### src/rtl/erc_pkg.sv
// ----------------------------------------------------------------------------
// erc_pkg: expo response curve shared definitions
// Constants, register map and pipeline control payload for the stick
// response curve block.
// ----------------------------------------------------------------------------
`default_nettype none

package erc_pkg;

    localparam int unsigned FULL_SCALE = 1024;  // stick full scale
    localparam int unsigned RATE_MAX   = 100;   // rate magnitude saturation
    localparam int unsigned EXT_THRESH = 80;    // fifth-power curve above this rate
    localparam int unsigned K_MAX      = 256;   // curve weight for 100 percent
    localparam int unsigned ROUND_HALF = 128;   // rounding before the final >> 8

    localparam int unsigned N_STAGES   = 7;

    // register select: paddr[2]
    localparam logic REG_EXPO_RATE     = 1'b0;
    localparam logic REG_EXTENDED_MODE = 1'b1;

    // control that travels with every request down the pipe
    typedef struct packed {
        logic        neg;     // input sign
        logic        rzero;   // pass-through
        logic        rneg;    // mirrored curve
        logic        ext;     // fifth-power term
        logic [10:0] mc;      // clamped magnitude
        logic [10:0] me;      // magnitude fed to the curve
    } t_ctl;

endpackage

`default_nettype wire

### src/rtl/expo_response_curve.sv
// ----------------------------------------------------------------------------
// expo_response_curve: expo response curve for stick samples
// Clamps a signed stick sample to +-1024 and shapes its magnitude with a
// cubic (or fifth-power) plus linear blend set by a signed percent rate.
// ----------------------------------------------------------------------------
//
//  channel  | direction | handshake         | payload
//  ---------+-----------+-------------------+-------------------------------
//  stick in | in        | i_valid / o_ready | i_stick_value  (s12)
//  shaped   | out       | o_valid / i_ready | o_shaped_value (s12)
//  config   | in        | APB psel/penable  | expo_rate @0, extended_mode @4
//
//  Seven register stages: operand prep, square, scale by k, cube, two
//  fifth-power steps, sum and sign. One request per cycle unless the pipe is full and stalled.
//  The multiplier chain sets the depth; stages 1 to 5 hold the multiplies.
//  Each stage advances when it is empty or the stage after it moves, so
//  bubbles close up under a stall and the input keeps filling.
//  Synchronous active-low reset clears the valid bits and both registers.
// ----------------------------------------------------------------------------
`default_nettype none

module expo_response_curve
    import erc_pkg::*;
(
    input  wire logic               i_clk,
    input  wire logic               i_rst_n,

    input  wire logic               i_valid,
    output logic                    o_ready,
    input  wire logic signed [11:0] i_stick_value,

    output logic                    o_valid,
    input  wire logic               i_ready,
    output logic signed [11:0]      o_shaped_value,

    input  wire logic               psel,
    input  wire logic               penable,
    input  wire logic               pwrite,
    input  wire logic [2:0]         paddr,
    input  wire logic [31:0]        pwdata,
    output logic [31:0]             prdata,
    output logic                    pready
);

    // ------------------------------------------------------------------
    // configuration registers
    // ------------------------------------------------------------------
    logic signed [7:0] r_rate;
    logic              r_ext;
    logic              cfg_wr;

    assign pready = 1'b1;
    assign cfg_wr = psel && penable && pwrite;

    always_ff @(posedge i_clk) begin
        if (!i_rst_n) begin
            r_rate <= '0;
            r_ext  <= 1'b0;
        end else if (cfg_wr) begin
            unique case (paddr[2])
                REG_EXPO_RATE:     r_rate <= pwdata[7:0];
                REG_EXTENDED_MODE: r_ext  <= pwdata[0];
                default: ;
            endcase
        end
    end

    always_comb begin
        unique case (paddr[2])
            REG_EXPO_RATE:     prdata = 32'(r_rate);
            REG_EXTENDED_MODE: prdata = {31'd0, r_ext};
            default:           prdata = '0;
        endcase
    end

    // ------------------------------------------------------------------
    // pipeline flow control
    // ------------------------------------------------------------------
    logic [N_STAGES-1:0] r_vld;
    logic [N_STAGES-1:0] en;

    always_comb begin
        en[N_STAGES-1] = !r_vld[N_STAGES-1] || i_ready;
        for (int i = N_STAGES - 2; i >= 0; i--) begin
            en[i] = !r_vld[i] || en[i+1];
        end
    end

    assign o_ready = en[0];
    assign o_valid = r_vld[N_STAGES-1];

    always_ff @(posedge i_clk) begin
        if (!i_rst_n) begin
            r_vld <= '0;
        end else begin
            if (en[0]) begin
                r_vld[0] <= i_valid;
            end
            for (int i = 1; i < N_STAGES; i++) begin
                if (en[i]) begin
                    r_vld[i] <= r_vld[i-1];
                end
            end
        end
    end

    // ------------------------------------------------------------------
    // stage 0: magnitude, rate decode, curve weight k
    // ------------------------------------------------------------------
    logic [12:0] s0_xs;
    logic [12:0] s0_mag;
    logic [10:0] s0_mc;
    logic [8:0]  s0_rs;
    logic [8:0]  s0_pa;
    logic [6:0]  s0_pc;
    logic [6:0]  s0_p2;
    logic        s0_ext;
    logic [8:0]  s0_kr;
    logic [8:0]  s0_k;
    t_ctl        s0_ctl;

    always_comb begin
        s0_xs  = {i_stick_value[11], i_stick_value};
        s0_mag = i_stick_value[11] ? 13'(-s0_xs) : s0_xs;
        s0_mc  = (s0_mag > 13'(FULL_SCALE)) ? 11'(FULL_SCALE) : s0_mag[10:0];

        s0_rs  = {r_rate[7], r_rate};
        s0_pa  = r_rate[7] ? 9'(-s0_rs) : s0_rs;
        s0_pc  = (s0_pa > 9'(RATE_MAX)) ? 7'(RATE_MAX) : s0_pa[6:0];
        s0_ext = r_ext && (s0_pc > 7'(EXT_THRESH));
        s0_p2  = s0_ext ? s0_pc : 7'(s0_pc + (s0_pc >> 2));

        // k = 2p + p/2 + p/16, 100 percent -> 256
        s0_kr  = (9'(s0_p2) << 1) + 9'(s0_p2 >> 1) + 9'(s0_p2 >> 4);
        s0_k   = (s0_kr > 9'(K_MAX)) ? 9'(K_MAX) : s0_kr;

        s0_ctl.neg   = i_stick_value[11];
        s0_ctl.rzero = (r_rate == '0);
        s0_ctl.rneg  = r_rate[7];
        s0_ctl.ext   = s0_ext;
        s0_ctl.mc    = s0_mc;
        // negative rate mirrors: curve runs on 1024 - m
        s0_ctl.me    = r_rate[7] ? 11'(FULL_SCALE) - s0_mc : s0_mc;
    end

    t_ctl        r_ctl0, r_ctl1, r_ctl2, r_ctl3, r_ctl4, r_ctl5;
    logic [8:0]  r_k0, r_k1;
    logic [20:0] r_mm1;
    logic [18:0] r_lin1, r_lin2, r_lin3, r_lin4, r_lin5;
    logic [20:0] r_t2;
    logic [30:0] r_v3;
    logic [30:0] r_w4;
    logic [30:0] r_v5;
    logic signed [11:0] r_out;

    logic [20:0] n_t2;
    logic [20:0] n_a4;
    logic [30:0] n_v5;
    logic [11:0] s6_s;
    logic [11:0] s6_y;
    logic [11:0] s6_yc;

    always_comb begin
        n_t2 = 21'((29'(r_mm1) * 29'(r_k1)) >> 8);
        n_a4 = 21'((25'(r_v3[30:16]) * 25'(r_ctl3.me)) >> 4);
        n_v5 = r_ctl4.ext ? 31'(r_w4[20:0]) * 31'(r_ctl4.me) : r_w4;

        s6_s = 12'((20'(r_v5[30:12]) + 20'(r_lin5) + 20'(ROUND_HALF)) >> 8);
        if (r_ctl5.rzero) begin
            s6_y = 12'(r_ctl5.mc);
        end else if (r_ctl5.rneg) begin
            s6_y = 12'(FULL_SCALE) - s6_s;
        end else begin
            s6_y = s6_s;
        end
        s6_yc = (s6_y > 12'(FULL_SCALE)) ? 12'(FULL_SCALE) : s6_y;
    end

    always_ff @(posedge i_clk) begin
        if (en[0]) begin
            r_ctl0 <= s0_ctl;
            r_k0   <= s0_k;
        end
        // stage 1: square and linear term
        if (en[1]) begin
            r_ctl1 <= r_ctl0;
            r_k1   <= r_k0;
            r_mm1  <= 21'(r_ctl0.me) * 21'(r_ctl0.me);
            r_lin1 <= 19'(9'(K_MAX) - r_k0) * 19'(r_ctl0.me);
        end
        // stage 2: m^2 * k >> 8
        if (en[2]) begin
            r_ctl2 <= r_ctl1;
            r_lin2 <= r_lin1;
            r_t2   <= n_t2;
        end
        // stage 3: cube
        if (en[3]) begin
            r_ctl3 <= r_ctl2;
            r_lin3 <= r_lin2;
            r_v3   <= 31'(r_t2) * 31'(r_ctl2.me);
        end
        // stage 4: first fifth-power step, cube passes through otherwise
        if (en[4]) begin
            r_ctl4 <= r_ctl3;
            r_lin4 <= r_lin3;
            r_w4   <= r_ctl3.ext ? 31'(n_a4) : r_v3;
        end
        // stage 5: second fifth-power step
        if (en[5]) begin
            r_ctl5 <= r_ctl4;
            r_lin5 <= r_lin4;
            r_v5   <= n_v5;
        end
        // stage 6: blend, mirror, sign
        if (en[6]) begin
            r_out <= r_ctl5.neg ? 12'(-s6_yc) : s6_yc;
        end
    end

    assign o_shaped_value = r_out;

    // ------------------------------------------------------------------
    // assertions
    // ------------------------------------------------------------------
    a_out_range: assert property (@(posedge i_clk) disable iff (!i_rst_n)
        o_valid |-> (o_shaped_value >= -12'sd1024) && (o_shaped_value <= 12'sd1024))
        else $error("shaped value beyond full scale");

    a_empty_tail_ready: assert property (@(posedge i_clk) disable iff (!i_rst_n)
        !r_vld[N_STAGES-1] |-> o_ready)
        else $error("input stalled with empty output stage");

    a_count_in: assert property (@(posedge i_clk) disable iff (!i_rst_n)
        (i_valid && o_ready && !(o_valid && i_ready)) |=>
        ($countones(r_vld) == $countones($past(r_vld)) + 1))
        else $error("request lost or duplicated in pipeline");

    a_ext_nonzero: assert property (@(posedge i_clk) disable iff (!i_rst_n)
        (r_vld[0] && r_ctl0.ext) |-> !r_ctl0.rzero)
        else $error("fifth-power curve flagged with zero rate");

endmodule

`default_nettype wire

### config.mk
export PLATFORM = sky130hd
export DESIGN_NAME = expo_response_curve
export DESIGN_NICKNAME = d
export VERILOG_FILES = /design/src/rtl/erc_pkg.sv /design/src/rtl/expo_response_curve.sv
export SDC_FILE = /design/constraint.sdc
export NUM_CORES = 2
export LEC_CHECK = 0
export BUFFER_PORTS_ARGS = -buffer_cell sky130_fd_sc_hd__buf_2
export CAP_MARGIN = 0
export CORE_ASPECT_RATIO = 0.75
export CORE_UTILIZATION = 50
export DETAILED_ROUTE_END_ITERATION = 10
export PLACE_DENSITY = 0.8
export SLEW_MARGIN = 5
export SYNTH_ARGS = -nofsm -noshare
export SYNTH_HDL_FRONTEND = slang
export SYNTH_SLANG_ARGS = --single-unit
### constraint.sdc
create_clock -name i_clk -period 5.8 [get_ports i_clk]
set_input_delay 1.16 -clock i_clk [delete_from_list [all_inputs] [get_ports i_clk]]
set_output_delay 1.16 -clock i_clk [all_outputs]
set_load 0.05 [all_outputs]
Yosys cells after proc, flatten, opt, wreduce, memory -nomap -nowiden
Index checks and enable logic that the tools add are counted.
{"block": "word_totals", "inputBits": 54, "output_inout_bits": 47, "wordCells": 113, "register_bits": 420}
{"block": "op_classes", "order_cmp": 5, "muxes": 13, "reduce_logical": 20, "mul": 6, "bitwise": 1, "add_sub_neg": 11}
{"cell": "$pmux 32 s2", "n": 1}
{"cell": "$mul 21x11->31", "n": 2}
{"cell": "$mux 12", "n": 4}
{"cell": "$mux 31", "n": 1}
{"cell": "$mul 21x9->29", "n": 1}
{"cell": "$mul 15x11->25", "n": 1}
{"cell": "$mux 11", "n": 2}
{"cell": "$mul 11x11->21", "n": 1}
{"cell": "$mux 21", "n": 1}
{"cell": "$add 19x19->20", "n": 1}
{"cell": "$add 20x8->20 const B", "n": 1}
{"cell": "$mul 10x12->19", "n": 1}
{"cell": "$mux 7", "n": 2}
{"cell": "$gt 13x11->1 const B", "n": 1}
{"cell": "$mux 13", "n": 1}
{"cell": "$neg 13->13", "n": 1}
{"cell": "$gt 12x11->1 const B", "n": 1}
{"cell": "$neg 12->12", "n": 1}
{"cell": "$sub 11x12->12 const A", "n": 1}
{"cell": "$sub 11x11->11 const A", "n": 1}
{"cell": "$sub 9x9->10 const A", "n": 1}
{"cell": "$add 8x6->9", "n": 1}
{"cell": "$add 9x3->9", "n": 1}
{"cell": "$gt 9x7->1 const B", "n": 1}
{"cell": "other kinds (11)", "n": 26}

Depth between registers and ports, before layout
{"block": "logic_depth", "word_depth": 10, "depth_mapped": 29, "ltp_nobuf": 28}

Worst setup path after synthesis
No wires, ideal clock.
{"block": "synth_path", "path_kind": "register to register", "startpoint": "register r_k0[0]", "endpoint": "register r_lin1[18] (data pin)", "arrival_time_ns": 5.886, "slack_ns": -0.346, "period_less_slack_ns": 6.146, "setup_ns": 0.260, "n_path_buf": 1, "path_stages_with_launch": 24, "path_cell_list": "edfxtp_1 > inv_1 > ha_1 > nand2_1 > or3_1 > nor3_1 > xor2_1 > clkbuf_1 > nand2_1 > fa_1 > fa_1 > inv_1 > fa_1 > inv_1 > fa_1 > inv_1 > fa_1 > ha_1 > a21oi_1 > o21ai_0 > o41ai_1 > o2111ai_1 > a21oi_1 > xnor2_1"}
{"block": "synth_between", "elab_chain_cells": 2}
{"item": "start, declared", "line_no": "expo_response_curve.sv:147", "text": "logic [8:0] r_k0, r_k1;"}
{"item": "start signal, assigned", "line_no": "expo_response_curve.sv:182", "text": "r_k0 <= s0_k;"}
{"item": "$sub 9x9->10", "line_no": "expo_response_curve.sv:189", "text": "r_lin1 <= 19'(9'(K_MAX) - r_k0) * 19'(r_ctl0.me);"}
{"item": "$mul 10x12->19", "line_no": "expo_response_curve.sv:189"}
{"item": "end signal, assigned", "line_no": "expo_response_curve.sv:189"}
{"item": "end, declared", "line_no": "expo_response_curve.sv:149", "text": "logic [18:0] r_lin1, r_lin2, r_lin3, r_lin4, r_lin5;"}
Every way passes these cells.
A chain may end at the register's enable or synchronous reset.

Worst setup path in the final report
{"block": "layout_path", "startpoint": "register r_ctl4[4] (netlist bit)", "endpoint": "register r_v5[30] (data pin)"}
{"block": "layout_between", "elab_chain_cells": 2}
{"item": "start, declared", "line_no": "expo_response_curve.sv:146", "text": "t_ctl r_ctl0, r_ctl1, r_ctl2, r_ctl3, r_ctl4, r_ctl5;"}
{"item": "start signal, assigned", "line_no": "expo_response_curve.sv:205", "text": "r_ctl4 <= r_ctl3;"}
{"item": "$mul 21x11->31", "line_no": "expo_response_curve.sv:166", "text": "n_v5 = r_ctl4.ext ? 31'(r_w4[20:0]) * 31'(r_ctl4.me) : r_w4;"}
{"item": "$mux 31", "line_no": "expo_response_curve.sv:166"}
{"item": "named net n_v5[30]", "line_no": "expo_response_curve.sv:158", "text": "logic [30:0] n_v5;"}
{"item": "end signal, assigned", "line_no": "expo_response_curve.sv:213", "text": "r_v5 <= n_v5;"}
{"item": "end, declared", "line_no": "expo_response_curve.sv:153", "text": "logic [30:0] r_v5;"}
The timed path passes the listed nets, and every way through them passes these cells.

==> results_dict.tcl <==
set metrics [dict create \
    status "complete, but fails checks" \
    violations "setup timing" \
    setup_ws_ns -0.297 \
    place.gp.congestion 0.933 \
    htree_num_levels 2 \
    ir_drop_uv 895 \
    nets 5975 \
    synth_mux_area_share_pct 1.00 \
    syn_area_per_cell_um2 10.2 \
    synth-edff-count 385 \
    netlist-cell-type-count 92 \
    report.final.hold_viol_count 0 \
    vias_per_cell 5.40 \
    post-route-period-util_pct 105 \
    synthAdderAreaFrac_pct 41.2 \
    cts_sinks 401 \
    fillers 7352 \
    crit_required_ns 6.10 \
    max_freq_mhz 164 \
    synthArstFlopShare_pct 0 \
    grt_pass1_vias 34288 \
    row_count 96 \
    slew_violations 0 \
    cts_made_buffers 41 \
    fin_crit_ns 6.10 \
    final_area_um2 52600 \
    leakage_nw 24.7 \
    slew_headroom_pct 27.5 \
    antenna_left 0 \
    die_x_um 355 \
    p_total_mw 27.2 \
    rsz0062_at_grt "yes" \
    dieArea_um2 94600 \
    setup_viol_count_final 18 \
    grt_antenna_before_repair 2 \
    fin_setup_tns_ns -2.83 \
    ctsHoldBuffers 0 \
    synth_compound_area_share_pct 5.79 \
    synth_top_family_by_area "adder cells" \
    synth_cells 4581 \
    syn_area_um2 46700 \
    root_buffer "clkbuf_16" \
    hold_ws_ns 0.396 \
    endpoint_kind "flop" \
    area_growth_pct 12.7 \
    insertion_delay_ns 0.61 \
    criticalPathCategory "reg -> reg" \
    hp-class "reg -> reg" \
    grt_pass1_wl_um 174000 \
    diodes 0 \
    crit_arrival_ns 6.39 \
    die_y_um 267 \
    via_count 32773 \
    final_util_pct 57.2 \
    grtUsageTotal_pct 22.8 \
    synth_xor_area_share_pct 3.36 \
    synth.ff_latch_count 401 \
    cts_buffer_depth 3 \
    powerDensity_nw_per_um2 517 \
    yosysSeqAreaShare_pct 25.5 \
    ys_warn_count 0 \
    grt_max_degree 53 \
    drv_cap 0 \
    drive_above_1_share_pct 15.0 \
    num_io_pins 101 \
    r2r_slack_ns -0.30 \
    dpl.hpwl_um 82000 \
    clkSlewWorstSetupHoldPaths_ns 0.07 \
    portBuffers 73 \
    dpl-instance-area_um2 49900 \
    wl_per_cell_um 17.6 \
    worst_slew_pin_slew_ns 1.09 \
    skew_ns 0.0400 \
    coreArea_um2 92000 \
    initial_utilization_pct 50.7 \
    postSynth.topFlopCell "edfxtp_1" \
    crit_fanout 3 \
    drc 0 \
    dr.first_iter.drc_count 2590 \
    synth-simple-area-share_pct 14.9 \
    worstSetupStartpointType "flop" \
    cts_tree "yes" \
    grt-ovfl-total 0 \
    dr.pass1.iters 6 \
    routed_wl_um 107000 \
]
-- worst max-delay path, cell delays in order, from the launching register on --
cell and delay, ns:
edfxtp_1 0.38, buf_6 0.11, buf_6 0.09, nand2_1 0.08, fa_1 0.54, inv_1 0.05
fa_1 0.50, inv_1 0.05, fa_2 0.52, inv_1 0.05, fa_2 0.52, fa_2 0.43
ha_1 0.29, o21ai_0 0.11, nand2_2 0.09, a21oi_2 0.06, a2111o_1 0.37, a211oi_4 0.32
a41oi_4 0.22, o211ai_1 0.29, a31oi_1 0.15, o21bai_1 0.19, a21oi_1 0.10, xnor2_1 0.18
a21oi_1 0.09
-- per-layer routing --
metal / routed length, um / track usage [%] / vias to the layer above
li1: - / - / 14897
met1: 45100 / 31.2 / 16502
met2: 51500 / 37.9 / 1151
met3: 7200 / 3.18 / 221
met4: 2930 / 6.13 / 2
met5: 11 / 0 / -
-- registers in the layout (all words and copies together), names as in the netlist, 21 cells and up --
signal,flops
r_ctl1,25
r_t2,21
r_ctl0,25
r_w4,31
r_ctl3,25
r_v3,31
r_ctl4,25
r_ctl2,25
-- power breakdown --
group,total [mW],internal [mW],switching (mW)
registers,5.04,4.37,0.675
clock network,2.74,1.50,1.24
logic,19.4,8.57,10.8
total,27.2,14.4,12.8
-- cells in the mapped netlist, types with 7 or more instances --
library cell / count / area (um^2)
nor3_1: 41 / 205
edfxtp_1: 385 / 11600
nor3b_1: 7 / 52.6
xor2_1: 50 / 438
xnor2_1: 127 / 1110
dfxtp_1: 16 / 320
o21a_1: 28 / 210
clkbuf_1: 199 / 747
nand3_1: 38 / 190
nand2b_1: 25 / 156
o21bai_1: 18 / 135
nand4_1: 8 / 50.1
nor2b_1: 40 / 250
o31ai_1: 12 / 90.1
inv_1: 767 / 2880
a211oi_1: 17 / 128
o21ai_0: 61 / 305
a21o_1: 39 / 293
or2_2: 17 / 106
and2_1: 353 / 2210
and3_1: 30 / 188
or3_1: 17 / 106
mux2_2: 28 / 315
o211ai_1: 13 / 97.6
nor2_1: 128 / 480
buf_4: 26 / 195
a21oi_1: 114 / 571
a31oi_1: 10 / 62.6
ha_1: 396 / 4950
nand2_1: 712 / 2670
a21boi_0: 10 / 75.1
mux2i_1: 13 / 130
fa_1: 714 / 14300
-- cell families after synthesis --
logic type | Yosys count
adder cells (fa/ha/maj) | 1110
AND/OR/NAND/NOR | 1447
AO/OA/AOI/OAI | 401
multiplexers | 42
flip-flops | 401
XOR/XNOR | 178
buffers and inverters | 1001
other | 1
-- layout make-up --
type	count	area, um^2	share of cell area (%)
Clock buffer	45	1060	2.02
Multi-Input combinational cell	3181	31800	60.4
Clock inverter	30	304	0.578
Sequential cell	401	11900	22.6
Tap cell	1225	1530	2.91
Timing Repair Buffer	418	3170	6.02
Inverter	768	2880	5.48
-- path summary, 6_finish.rpt --
path,startpoint,depth (start not counted),to
max reg2reg,r_ctl4[4]$_DFFE_PP_,24,r_v5[30]$_DFFE_PP_
max,r_ctl4[4]$_DFFE_PP_,24,r_v5[30]$_DFFE_PP_
min reg2reg,r_lin2[4]$_DFFE_PP_,0,r_lin3[4]$_DFFE_PP_
min,r_lin2[4]$_DFFE_PP_,0,r_lin3[4]$_DFFE_PP_
-- through the flow --
stage	setup WS [ns]	std cells
after floorplan	-0.00346	4583
after global placement	-0.383	5935
after CTS	-0.249	6043
final	-0.297	6068
after detailed placement	-0.498	5935
after global routing	-0.599	6068
-- timing repair --
action | CTS | global route
cloned | 0 | 1
resized for setup | 91 | 136
pin swaps | 84 | 74
buffers inserted | 33 | 27
setup endpoints to repair | 29 | 53
-- layout by cell type, fill, tap and decap left out, drive strengths merged, types with 67 or more instances in the layout --
cell    synthesis  final
xnor2         128    128
a21oi         115    115
fa            714    714
nand2         712    712
edfxtp        385    385
ha            396    396
o21ai          67     67
nor2          128    128
inv           768    779
and2          353    353
buf            34    417
(Power assumes the default switching activity.)
